`config.mk`:
```
export PLATFORM = sky130hd
export DESIGN_NAME = csac_ctrl
export DESIGN_NICKNAME = d
export VERILOG_FILES = /design/src/rtl/csac_pkg.sv /design/src/rtl/csac_ctrl.sv
export SDC_FILE = /design/constraint.sdc
export NUM_CORES = 1
export LEC_CHECK = 0
export ABC_AREA = 1
export BUFFER_PORTS_ARGS = -buffer_cell sky130_fd_sc_hd__buf_2
export CAP_MARGIN = 20
export CORE_MARGIN = 8
export CORE_UTILIZATION = 52
export DETAILED_ROUTE_END_ITERATION = 7
export PLACE_DENSITY = 0.89
export SYNTH_ARGS = -nofsm -noshare
export SYNTH_HDL_FRONTEND = slang
export SYNTH_SLANG_ARGS = --single-unit
```
`constraint.sdc`:
```
create_clock -name clk -period 2.43 [get_ports clk]
set_clock_uncertainty 0.2 [all_clocks]
set_input_delay 0.1215 -clock clk [delete_from_list [all_inputs] [get_ports clk]]
set_output_delay 0.1215 -clock clk [all_outputs]
set_load 0.02 [all_outputs]
```
`src/rtl/csac_pkg.sv`:
```
package csac_pkg;

  localparam int COORD_WIDTH_DEF = 32;
  localparam int COST_WIDTH_DEF  = 48;

  localparam int CORDIC_STEPS = 24;
  localparam int LOG_STEPS    = 24;
  localparam int CNT_W        = $clog2(CORDIC_STEPS);

  // angles are signed Q.24 radians; range stays inside +/- 2^28
  localparam int ANG_W = 29;
  localparam logic signed [ANG_W-1:0] ANG_PI = 29'sd52707179;
  localparam logic [23:0] LN2_Q24 = 24'd11629080;

  // log mantissa register, Q2.30 plus headroom
  localparam int LOG_ZW = 32;

  typedef enum logic [3:0] {
    S_IDLE, S_CHK, S_VINIT, S_VSTEP, S_VSTORE, S_MCHK, S_NINIT, S_NORM,
    S_LINIT, S_LOG, S_LSTORE, S_LN, S_SQ, S_ACC, S_FINISH
  } state_t;

  typedef struct packed {
    logic             load;
    logic             degen;
    logic             vinit;
    logic             vstep;
    logic             vstore;
    logic             ninit;
    logic             nstep;
    logic             linit;
    logic             lstep;
    logic             lstore;
    logic             ln;
    logic             sq;
    logic             acc;
    logic             emit;
    logic             sel;
    logic [CNT_W-1:0] cnt;
  } cmd_t;

  typedef struct packed {
    logic have_prev;
    logic delta_zero;
    logic mag_zero;
    logic norm_done;
    logic last;
    logic out_busy;
  } sts_t;

  function automatic logic signed [ANG_W-1:0] atan_q24(input logic [CNT_W-1:0] idx);
    logic signed [ANG_W-1:0] v;
    unique case (idx)
      5'd0:    v = 29'sd13176795;
      5'd1:    v = 29'sd7778716;
      5'd2:    v = 29'sd4110060;
      5'd3:    v = 29'sd2086331;
      5'd4:    v = 29'sd1047214;
      5'd5:    v = 29'sd524117;
      5'd6:    v = 29'sd262123;
      5'd7:    v = 29'sd131069;
      5'd8:    v = 29'sd65536;
      5'd9:    v = 29'sd32768;
      5'd10:   v = 29'sd16384;
      5'd11:   v = 29'sd8192;
      5'd12:   v = 29'sd4096;
      5'd13:   v = 29'sd2048;
      5'd14:   v = 29'sd1024;
      5'd15:   v = 29'sd512;
      5'd16:   v = 29'sd256;
      5'd17:   v = 29'sd128;
      5'd18:   v = 29'sd64;
      5'd19:   v = 29'sd32;
      5'd20:   v = 29'sd16;
      5'd21:   v = 29'sd8;
      5'd22:   v = 29'sd4;
      5'd23:   v = 29'sd2;
      default: v = '0;
    endcase
    return v;
  endfunction

endpackage

```
`src/rtl/csac_ctrl.sv`:
```
module csac_ctrl (
  input  logic            clk,
  input  logic            rst_n,
  input  logic            in_valid,
  output logic            in_ready,
  input  csac_pkg::sts_t  sts,
  output csac_pkg::cmd_t  cmd
);

  localparam logic [csac_pkg::CNT_W-1:0] CORDIC_LAST =
    csac_pkg::CNT_W'(csac_pkg::CORDIC_STEPS - 1);
  localparam logic [csac_pkg::CNT_W-1:0] LOG_LAST =
    csac_pkg::CNT_W'(csac_pkg::LOG_STEPS - 1);

  csac_pkg::state_t           state_r, state_nxt;
  logic                       sel_r, sel_nxt;
  logic [csac_pkg::CNT_W-1:0] cnt_r, cnt_nxt;

  always_ff @(posedge clk) begin
    if (!rst_n) begin
      state_r <= csac_pkg::S_IDLE;
      sel_r   <= 1'b0;
      cnt_r   <= '0;
    end else begin
      state_r <= state_nxt;
      sel_r   <= sel_nxt;
      cnt_r   <= cnt_nxt;
    end
  end

  always_comb begin
    state_nxt = state_r;
    sel_nxt   = sel_r;
    cnt_nxt   = cnt_r;
    cmd       = '0;
    cmd.sel   = sel_r;
    cmd.cnt   = cnt_r;
    in_ready  = 1'b0;
    unique case (state_r)
      csac_pkg::S_IDLE: begin
        in_ready = 1'b1;
        if (in_valid) begin
          cmd.load  = 1'b1;
          state_nxt = sts.have_prev ? csac_pkg::S_CHK : csac_pkg::S_FINISH;
        end
      end
      csac_pkg::S_CHK: begin
        sel_nxt = 1'b0;
        if (sts.delta_zero) begin
          cmd.degen = 1'b1;
          state_nxt = csac_pkg::S_FINISH;
        end else begin
          state_nxt = csac_pkg::S_VINIT;
        end
      end
      csac_pkg::S_VINIT: begin
        cmd.vinit = 1'b1;
        cnt_nxt   = '0;
        state_nxt = csac_pkg::S_VSTEP;
      end
      csac_pkg::S_VSTEP: begin
        cmd.vstep = 1'b1;
        cnt_nxt   = cnt_r + 1'b1;
        if (cnt_r == CORDIC_LAST) state_nxt = csac_pkg::S_VSTORE;
      end
      csac_pkg::S_VSTORE: begin
        cmd.vstore = 1'b1;
        sel_nxt    = ~sel_r;
        state_nxt  = sel_r ? csac_pkg::S_MCHK : csac_pkg::S_VINIT;
      end
      csac_pkg::S_MCHK: begin
        sel_nxt = 1'b0;
        if (sts.mag_zero) begin
          cmd.degen = 1'b1;
          state_nxt = csac_pkg::S_FINISH;
        end else begin
          state_nxt = csac_pkg::S_NINIT;
        end
      end
      csac_pkg::S_NINIT: begin
        cmd.ninit = 1'b1;
        state_nxt = csac_pkg::S_NORM;
      end
      csac_pkg::S_NORM: begin
        if (sts.norm_done) state_nxt = csac_pkg::S_LINIT;
        else cmd.nstep = 1'b1;
      end
      csac_pkg::S_LINIT: begin
        cmd.linit = 1'b1;
        cnt_nxt   = '0;
        state_nxt = csac_pkg::S_LOG;
      end
      csac_pkg::S_LOG: begin
        cmd.lstep = 1'b1;
        cnt_nxt   = cnt_r + 1'b1;
        if (cnt_r == LOG_LAST) state_nxt = csac_pkg::S_LSTORE;
      end
      csac_pkg::S_LSTORE: begin
        cmd.lstore = 1'b1;
        sel_nxt    = ~sel_r;
        state_nxt  = sel_r ? csac_pkg::S_LN : csac_pkg::S_NINIT;
      end
      csac_pkg::S_LN: begin
        cmd.ln    = 1'b1;
        state_nxt = csac_pkg::S_SQ;
      end
      csac_pkg::S_SQ: begin
        cmd.sq    = 1'b1;
        state_nxt = csac_pkg::S_ACC;
      end
      csac_pkg::S_ACC: begin
        cmd.acc   = 1'b1;
        state_nxt = csac_pkg::S_FINISH;
      end
      csac_pkg::S_FINISH: begin
        if (!sts.last) begin
          state_nxt = csac_pkg::S_IDLE;
        end else if (!sts.out_busy) begin
          cmd.emit  = 1'b1;
          state_nxt = csac_pkg::S_IDLE;
        end
      end
      default: state_nxt = csac_pkg::S_IDLE;
    endcase
  end

endmodule

```
==> impl_metrics.tcl, run 1 <==
set metrics [dict create \
    run_status "complete, no violations" \
    async_reset_ff_share_pct 0 \
    final_core_util_pct 69.1 \
    post-route-drc-count 0 \
    tns_ns 0 \
    drt-vias-per-instance 5.53 \
    crit_type "flip-flop to primary output" \
    dieArea_um2 3230 \
    cts-root-buf "clkbuf_4" \
    syn_inst 147 \
    p_sw_uw 591 \
    cap_violations 0 \
    cp.required_ns 2.11 \
    clk_latency_ns 0.27 \
    crit_slowest_cell "dfxtp_1" \
    ys_ff_latch 10 \
    num_rows 14 \
    rsz0062_at_grt "false" \
    antenna_found_initial 0 \
    grtUsageTotal_pct 15.8 \
    grt_max_degree 9 \
    grt.overflow.total 0 \
    core_area_um2 1540 \
    synth_top_flop_cell "dfxtp_1" \
    io_pins 30 \
    crit_path_max_fanout 8 \
    min_period_over_period_pct 78.1 \
    first_iter_violations 25 \
    dp_hpwl_mm 2.04 \
    cp-start-kind "flip-flop" \
    netSwitchingFraction_pct 54.4 \
    finalSetupViolations 0 \
    cts_resized 0 \
    synth_nets 157 \
    start_util_pct 56.3 \
    synth-edff-count 0 \
    grt_first_pass_wirelength_mm 4.28 \
    worst_setup_path_end_kind "primary output" \
    synthToLayoutAreaGrowth_pct 22.6 \
    p_int_uw 496 \
    post_cts_buffers 0 \
    yosys.cell_types.count 23 \
    critPathTopFamily "flip-flops" \
    max_freq_mhz 527 \
    period_minus_slack_ns 1.90 \
    hold_class "primary input to flip-flop" \
    wl_per_cell_um 13.1 \
    gp_congestion 0.911 \
    dr_total_vias 1078 \
    numClockSinks 10 \
    htree_levels 1 \
    yosys_warnings 0 \
    setup_slack_ns 0.531 \
    final_common_cell "nand2_1" \
    worst_slew_margin_rel_pct 73.6 \
    cts_hold_buf 1 \
    p_leak_uw 0.000638 \
    chipHeight_um 56.9 \
    tritoncts "yes" \
    yosysSeqAreaShare_pct 23.1 \
    pre_cts_slack_ns 0.686 \
    finalWirelength_mm 2.56 \
    final_cell_mix "nand2_1, buf_2, inv_1" \
    crit_path_max_incr_delay_ns 0.56 \
    final_antenna_net_count 0 \
    ir_worst_vdd_uv 682 \
    arrival_ns 1.58 \
    grt_pass1_vias 990 \
    critPathBufInv 3 \
    path_cells "inv_2 > nor2_2 > nand2_1 > inv_1 > buf_2" \
    combPwrFrac_pct 60.5 \
    power.density_nw_per_um2 1020 \
    nets 190 \
    clkTransAtPathRegs_ns 0.07 \
    cts_buffer_depth 2 \
    clkPwrFrac_pct 14.4 \
    syn_area_um2 868 \
    die_x_um 56.9 \
    hold_viol_final 0 \
    drive_above_1_share_pct 32.4 \
    power_frac_seq_pct 25.1 \
    worst_pin_slew_ns 0.396 \
    diodes 0 \
    cts_buffers 3 \
    slew_violations 0 \
    io_buffers 29 \
    design_power_total_uw 1090 \
    dr.pass1.iters 4 \
    avgSynthCellArea_um2 5.91 \
]
worst paths after layout:
path / startpoint / endpoint / slack (ns) / depth (start not counted)
worst min register to register: cnt_r[1] / cnt_r[1] / 0.30 / 2
worst min-delay path: sts[2] / state_r[2] / 0.05 / 6
worst max register to register: state_r[3] / cnt_r[3] / 0.62 / 7
worst max-delay path: state_r[3] / cmd[12] / 0.53 / 5
power by group through the flow:
stage / Clock, uW / Sequential (uW) / Combinational [uW]
2_1_floorplan: 0 / 255 / 505
3_3_place_gp: 0 / 273 / 622
3_5_place_dp: 0 / 274 / 643
4_1_cts: 155 / 270 / 648
5_1_grt: 165 / 277 / 727
6_report: 157 / 272 / 657
cell type report:
cell class	count	area (um^2)
Multi-Input combinational cell	112	566
Fill cell	138	477
Sequential cell	10	200
Timing Repair Buffer	30	155
Inverter	23	87.6
Clock buffer	4	36.3
Tap cell	16	20.0
kinds of logic (layout without fill, tap and decap cells):
group	count (synthesis)	after routing	share of synthesized area, %
AND/OR/NAND/NOR	97	97	54.6
AO/OA/AOI/OAI	14	14	9.08
flip-flops	10	10	23.1
buffers and inverters	25	57	11.8
adder cells (fa/ha/maj)	1	1	1.44
stage by stage:
stage | std cells | area, um^2 | hold WS (ns)
after floorplan | 147 | 868 | 0.112
after global placement | 190 | 1020 | 0.262
after detailed placement | 190 | 1020 | 0.265
after CTS | 195 | 1060 | 0.0594
after global routing | 195 | 1060 | 0.108
final | 195 | 1060 | 0.0548
metal layers:
layer | vias to the layer above | global-route usage, % | share of wire [%]
li1 | 531 | - | -
met2 | 59 | 27.3 | 49
met5 | - | 0 | 0
met4 | 0 | 7.38 | 2.2
met1 | 479 | 17.1 | 40
met3 | 9 | 4.72 | 8.9
registers in the layout, indices dropped and copies added (netlist names):
signal   flops
sel_r        1
state_r      4
cnt_r        5
cells in the mapped netlist (2+ instances only):
master	instances	area [um^2]
a21oi_1	9	45.0
buf_4	2	15.0
dfxtp_1	10	200
inv_1	16	60.1
inv_2	6	22.5
nand2_1	47	176
nand2_2	6	37.5
nand3_1	11	55.1
nand3_2	2	20.0
nand3b_1	2	15.0
nand4_1	3	18.8
nor2_1	14	52.6
nor2_2	4	25.0
nor2_4	4	45.0
nor3_1	2	10.0
o21ai_0	2	10.0
worst register-to-register path, stage by stage (launching register included):
cell and delay [ns]:
dfxtp_1 0.56, inv_2 0.09, nor2_2 0.27, nand2_1 0.09, nand2_1 0.17, nand4_1 0.14, nor2_1 0.14, nor3b_2 0.05
Power figures use the tool's default switching activity.
==> run 2, diff against run 1 <==
Settings changed: CORE_UTILIZATION 52 to 44, PLACE_DENSITY 0.89 to 0.8.
Clock period 2.43 ns to 1.6 ns, I/O delays scaled along.
==> run 2 against run 1 <==
  * The run now ends with negative setup slack left
  * Sequential cell count is the same
  * Count of clock-buffer cells in the layout shrank 1
  * Sequential share of layout area shrank 1.1 points
  * Die area grew 13%
  * Utilization shrank 3.7 points
  * First-iteration DRC count grew 100%
  * Register-to-register slack lost 0.57 ns
  * Critical endpoint is now cmd[18]
  * Largest power group unchanged
  * Highest routed layer unchanged
==> impl_metrics.tcl, run 2 (synthesis results as in run 1) <==
set metrics [dict create \
    worst_setup_path_end_kind "primary output" \
    crit_path_max_fanout 7 \
    final_core_util_pct 65.4 \
    final_antenna_net_count 0 \
    cts-root-buf "clkbuf_4" \
    largest_reg_flops 5 \
    cp.required_ns 1.32 \
    io_buffers 29 \
    regMostFlops "cnt_r" \
    grtUsageTotal_pct 14.5 \
    drt-vias-per-instance 5.38 \
    slew_violations 0 \
    arrival_ns 1.32 \
    grt.overflow.total 0 \
    tritoncts "yes" \
    first_iter_violations 51 \
    dr_total_vias 1152 \
    crit_type "flip-flop to primary output" \
    grt_first_pass_wirelength_mm 4.19 \
    grt_pass1_vias 1012 \
    worst_pin_slew_ns 0.267 \
    top_regs "cnt_r (5), state_r (4), sel_r (1)" \
    hold_class "primary input to flip-flop" \
    post-route-drc-count 0 \
    drive_above_1_share_pct 44.4 \
    cap_violations 0 \
    cts_buffer_depth 2 \
    clk_latency_ns 0.27 \
    htree_levels 1 \
    min_period_over_period_pct 100 \
    dp_hpwl_mm 2.06 \
    max_freq_mhz 624 \
    io_pins 30 \
    fillerInstances 174 \
    ir_worst_vdd_uv 1010 \
    gp_congestion 0.899 \
    finalSetupViolations 2 \
    period_minus_slack_ns 1.60 \
    dr.pass1.iters 4 \
    chipHeight_um 60.4 \
    clkTransAtPathRegs_ns 0.07 \
    final_cell_mix "nand2_1, buf_2, nor2_1, inv_1, nand2_2" \
    numClockSinks 10 \
    final_common_cell "nand2_1" \
    antenna_found_initial 0 \
    violations "negative setup slack" \
    power.density_nw_per_um2 1500 \
    run_status "complete, but fails checks" \
    grt_max_degree 9 \
    p_leak_uw 0.000685 \
    rsz0062_at_grt "true" \
    design_power_total_uw 1870 \
    hold_viol_final 0 \
    nets 199 \
    core_area_um2 1900 \
    start_util_pct 45.7 \
    finalWirelength_mm 2.90 \
    die_x_um 60.4 \
    num_rows 16 \
    synthToLayoutAreaGrowth_pct 43.2 \
    cp-start-kind "flip-flop" \
    dieArea_um2 3650 \
    cts_buffers 3 \
    wl_per_cell_um 13.6 \
    diodes 0 \
    setup_slack_ns -0.00338 \
    hold_slack_ns 0.00609 \
    worst_slew_margin_rel_pct 82.2 \
]
-- run 2: cell count changes in the layout (fill, tap and decap cells not counted), moves of 4 or more --
cell | before | now
dfxtp_1 | 10 | 4
buf_4 | 0 | 8
buf_6 | 0 | 6
buf_2 | 29 | 24
dfxtp_4 | 0 | 5
nor2_4 | 4 | 8
nand2_1 | 47 | 42
nand2_2 | 6 | 11
-- run 2: path summary, 6_finish.rpt --
kind	start	endpoint	slack, ns	depth (start not counted)
max reg2reg	state_r[3]	state_r[1]	0.05	6
min	sts[2]	state_r[2]	0.006	6
min reg2reg	cnt_r[0]	cnt_r[0]	0.28	1
max	state_r[3]	cmd[18]	-0.003	5
-- run 2: timing repair --
action	4_1_cts	5_1_grt
hold endpoints to repair	9	0
gates cloned	0	0
endpoints found under the setup margin	15	14
gates resized for setup	7	33
hold buffers	1	0
pin swaps	2	16
buffers inserted	0	5
-- run 2: metrics by stage --
stage          setup slack [ns]  instances  TNS [ns]  instance area, um^2
2_1_floorplan           0.00420        147         0                  868
3_3_place_gp             0.0595        205         0                 1060
3_5_place_dp           -0.00642        205  -0.00642                 1060
4_1_cts                 0.00788        209         0                 1110
5_1_grt                 -0.0676        214    -0.357                 1240
6_report               -0.00338        214  -0.00406                 1240
-- run 2: layout make-up --
type	instances	area (um^2)	share of cell area, %
clock buffers	3	22.5	1.81
inverters	23	91.3	7.34
multi-input cells	112	618	49.7
flip-flops and latches	10	220	17.7
well taps	27	33.8	2.72
repair buffers	39	258	20.7
-- run 2: where the power goes --
| group | switching [uW] | internal [uW] |
|---|---|---|
| clock | 88.9 | 87.1 |
| sequential | 116 | 326 |
| combinational | 787 | 463 |
| total | 992 | 876 |
-- run 2: critical path, cell delays in order (launching register included) --
cell and delay, ns:
dfxtp_4 0.38, buf_6 0.13, nor2_4 0.24, nand3_2 0.11
nand2_2 0.08, buf_6 0.12
-- run 2: metal layers --
| metal | up-vias | part of all wire, % | global-route usage (%) |
|---|---|---|---|
| met5 | - | 0 | 0 |
| li1 | 552 | - | - |
| met4 | 0 | 1.3 | 6.31 |
| met2 | 62 | 52 | 26.2 |
| met3 | 6 | 9.4 | 2.33 |
| met1 | 532 | 37 | 16.3 |
==> run 3, diff against run 2 <==
Settings changed: CORE_UTILIZATION 44 to 46, CTS_BUF_LIST from default to sky130_fd_sc_hd__clkbuf_4 sky130_fd_sc_hd__clkbuf_8, PLACE_DENSITY 0.8 to 0.77.
==> run 3 against run 2 <==
  * The flow still finishes with violations (negative setup slack)
  * Sequential power down 1%
  * Sequential share of layout area decreased by 0.73 points
  * Maximum frequency about the same
  * Clock power up 31%
  * Wire length increased by 6.1%
==> impl_metrics.tcl, run 3 (synthesis results as in run 1) <==
set metrics [dict create \
    run_status "complete, but fails checks" \
    violations "negative setup slack" \
    period_minus_slack_ns 1.60 \
    tns_ns -0.00241 \
    critPathTopFamily "flip-flops" \
    design_power_total_uw 2010 \
    setup_slack_ns -0.00241 \
    largest_reg_flops 5 \
    final_antenna_net_count 0 \
    min_period_over_period_pct 100 \
    post-route-drc-count 0 \
    finalWirelength_mm 3.08 \
    final_common_cell "nand2_1" \
    first_iter_violations 52 \
    path_cells "buf_6 > nor2_4 > nand3_2 > inv_2 > buf_6" \
    max_freq_mhz 624 \
    grt_max_degree 9 \
    cp-start-kind "flip-flop" \
    final_cell_mix "nand2_1, buf_2, inv_1, buf_4, nand2_2" \
    crit_top_cell "buf_6" \
    core_area_um2 1750 \
    tritoncts "yes" \
    gp_congestion 0.972 \
    critPathBufInv 3 \
    hold_class "primary input to flip-flop" \
    clk_latency_ns 0.27 \
    drt-vias-per-instance 5.43 \
    p_sw_uw 1030 \
    cts_buffer_depth 2 \
    cts-root-buf "clkbuf_4" \
    final_core_util_pct 73.5 \
    p_leak_uw 0.000708 \
    grt_first_pass_wirelength_mm 4.40 \
    grtUsageTotal_pct 15.9 \
    cp.required_ns 1.32 \
    wl_per_cell_um 14.3 \
    htree_levels 1 \
    dr.pass1.iters 4 \
    worst_slew_margin_rel_pct 78.4 \
    power_frac_seq_pct 21.7 \
    diodes 0 \
    antenna_found_initial 0 \
    clkPwrFrac_pct 11.5 \
    clkTransAtPathRegs_ns 0.07 \
    dp_hpwl_mm 2.10 \
    hold_viol_final 0 \
    combPwrFrac_pct 66.8 \
    p_int_uw 982 \
    path_depth 5 \
    fillerInstances 136 \
    cap_violations 0 \
    grt_pass1_vias 995 \
    crit_path_max_incr_delay_ns 0.37 \
    die_x_um 59.4 \
    ir_worst_vdd_uv 1050 \
    chipHeight_um 59.4 \
    rsz0062_at_grt "true" \
    numClockSinks 10 \
    nets 202 \
    crit_slowest_cell "dfxtp_4" \
    io_buffers 29 \
    cts_buffers 3 \
    ff2ff_path_depth 9 \
    arrival_ns 1.32 \
    dieArea_um2 3530 \
    num_rows 15 \
    crit_path_max_fanout 7 \
    synthToLayoutAreaGrowth_pct 47.7 \
    worstHoldPathCells 6 \
    dr_total_vias 1172 \
    slew_violations 0 \
    netSwitchingFraction_pct 51.1 \
    postPlaceCellArea_um2 1070 \
    grt.overflow.total 0 \
    crit_type "flip-flop to primary output" \
    drive_above_1_share_pct 48.2 \
    hold_slack_ns 0.00879 \
    regMostFlops "cnt_r" \
    top_regs "cnt_r (5), state_r (4), sel_r (1)" \
    worst_pin_slew_ns 0.323 \
    finalSetupViolations 1 \
    worst_setup_path_end_kind "primary output" \
    io_pins 30 \
    power.density_nw_per_um2 1570 \
    final_area_um2 1280 \
    start_util_pct 49.7 \
]
## run 3: through the flow
stage,std cells,worst slack (ns)
floorplan,147,0.00420
global placement,204,0.0257
detailed placement,204,0.0271
CTS,209,-0.0127
global route,216,-0.0565
finish,216,-0.00241
## run 3: repair_timing
item,in CTS,in global routing
buffers inserted,0,7
pin swaps,2,17
gates resized for setup,10,32
hold buffers,1,0
hold endpoints to repair,3,0
setup endpoints to repair,12,13
## run 3: area by class of cell
| cell class | count | area [um^2] | share of cell area, % |
|---|---|---|---|
| multi-input combinational | 112 | 626 | 48.8 |
| timing repair buffer | 42 | 282 | 22.0 |
| sequential | 10 | 218 | 17.0 |
| inverter | 23 | 90.1 | 7.02 |
| clock buffer | 4 | 36.3 | 2.83 |
| tap | 25 | 31.3 | 2.44 |
## run 3: power by group through the flow
stage               Sequential [uW]  Clock, uW  Combinational [uW]
finish                          436        230                1340
global route                    443        248                1440
CTS                             412        236                1070
detailed placement              399          0                1040
global placement                400          0                1030
floorplan                       388          0                 766
## run 3: worst paths after layout
kind / slack (ns) / endpoint / start
setup / recovery: -0.002 / cmd[13] / state_r[3]
hold / removal: 0.009 / state_r[2] / sts[2]
setup reg to reg: 0.01 / state_r[3] / state_r[3]
hold reg to reg: 0.30 / cnt_r[0] / cnt_r[0]
## run 3: layer usage
layer / vias to the layer above / wire length [um] / track usage (%)
met4: 0 / 101 / 5.80
met2: 73 / 1450 / 25.9
li1: 553 / - / -
met3: 11 / 298 / 5.21
met1: 535 / 1230 / 18.8
met5: - / 0 / 0
## run 3: tightest hold or removal path, delay by kind of cell
family          cells  cell delay (ns)
compound gates      1             0.05
buf+inv             3             0.17
simple gates        2             0.15
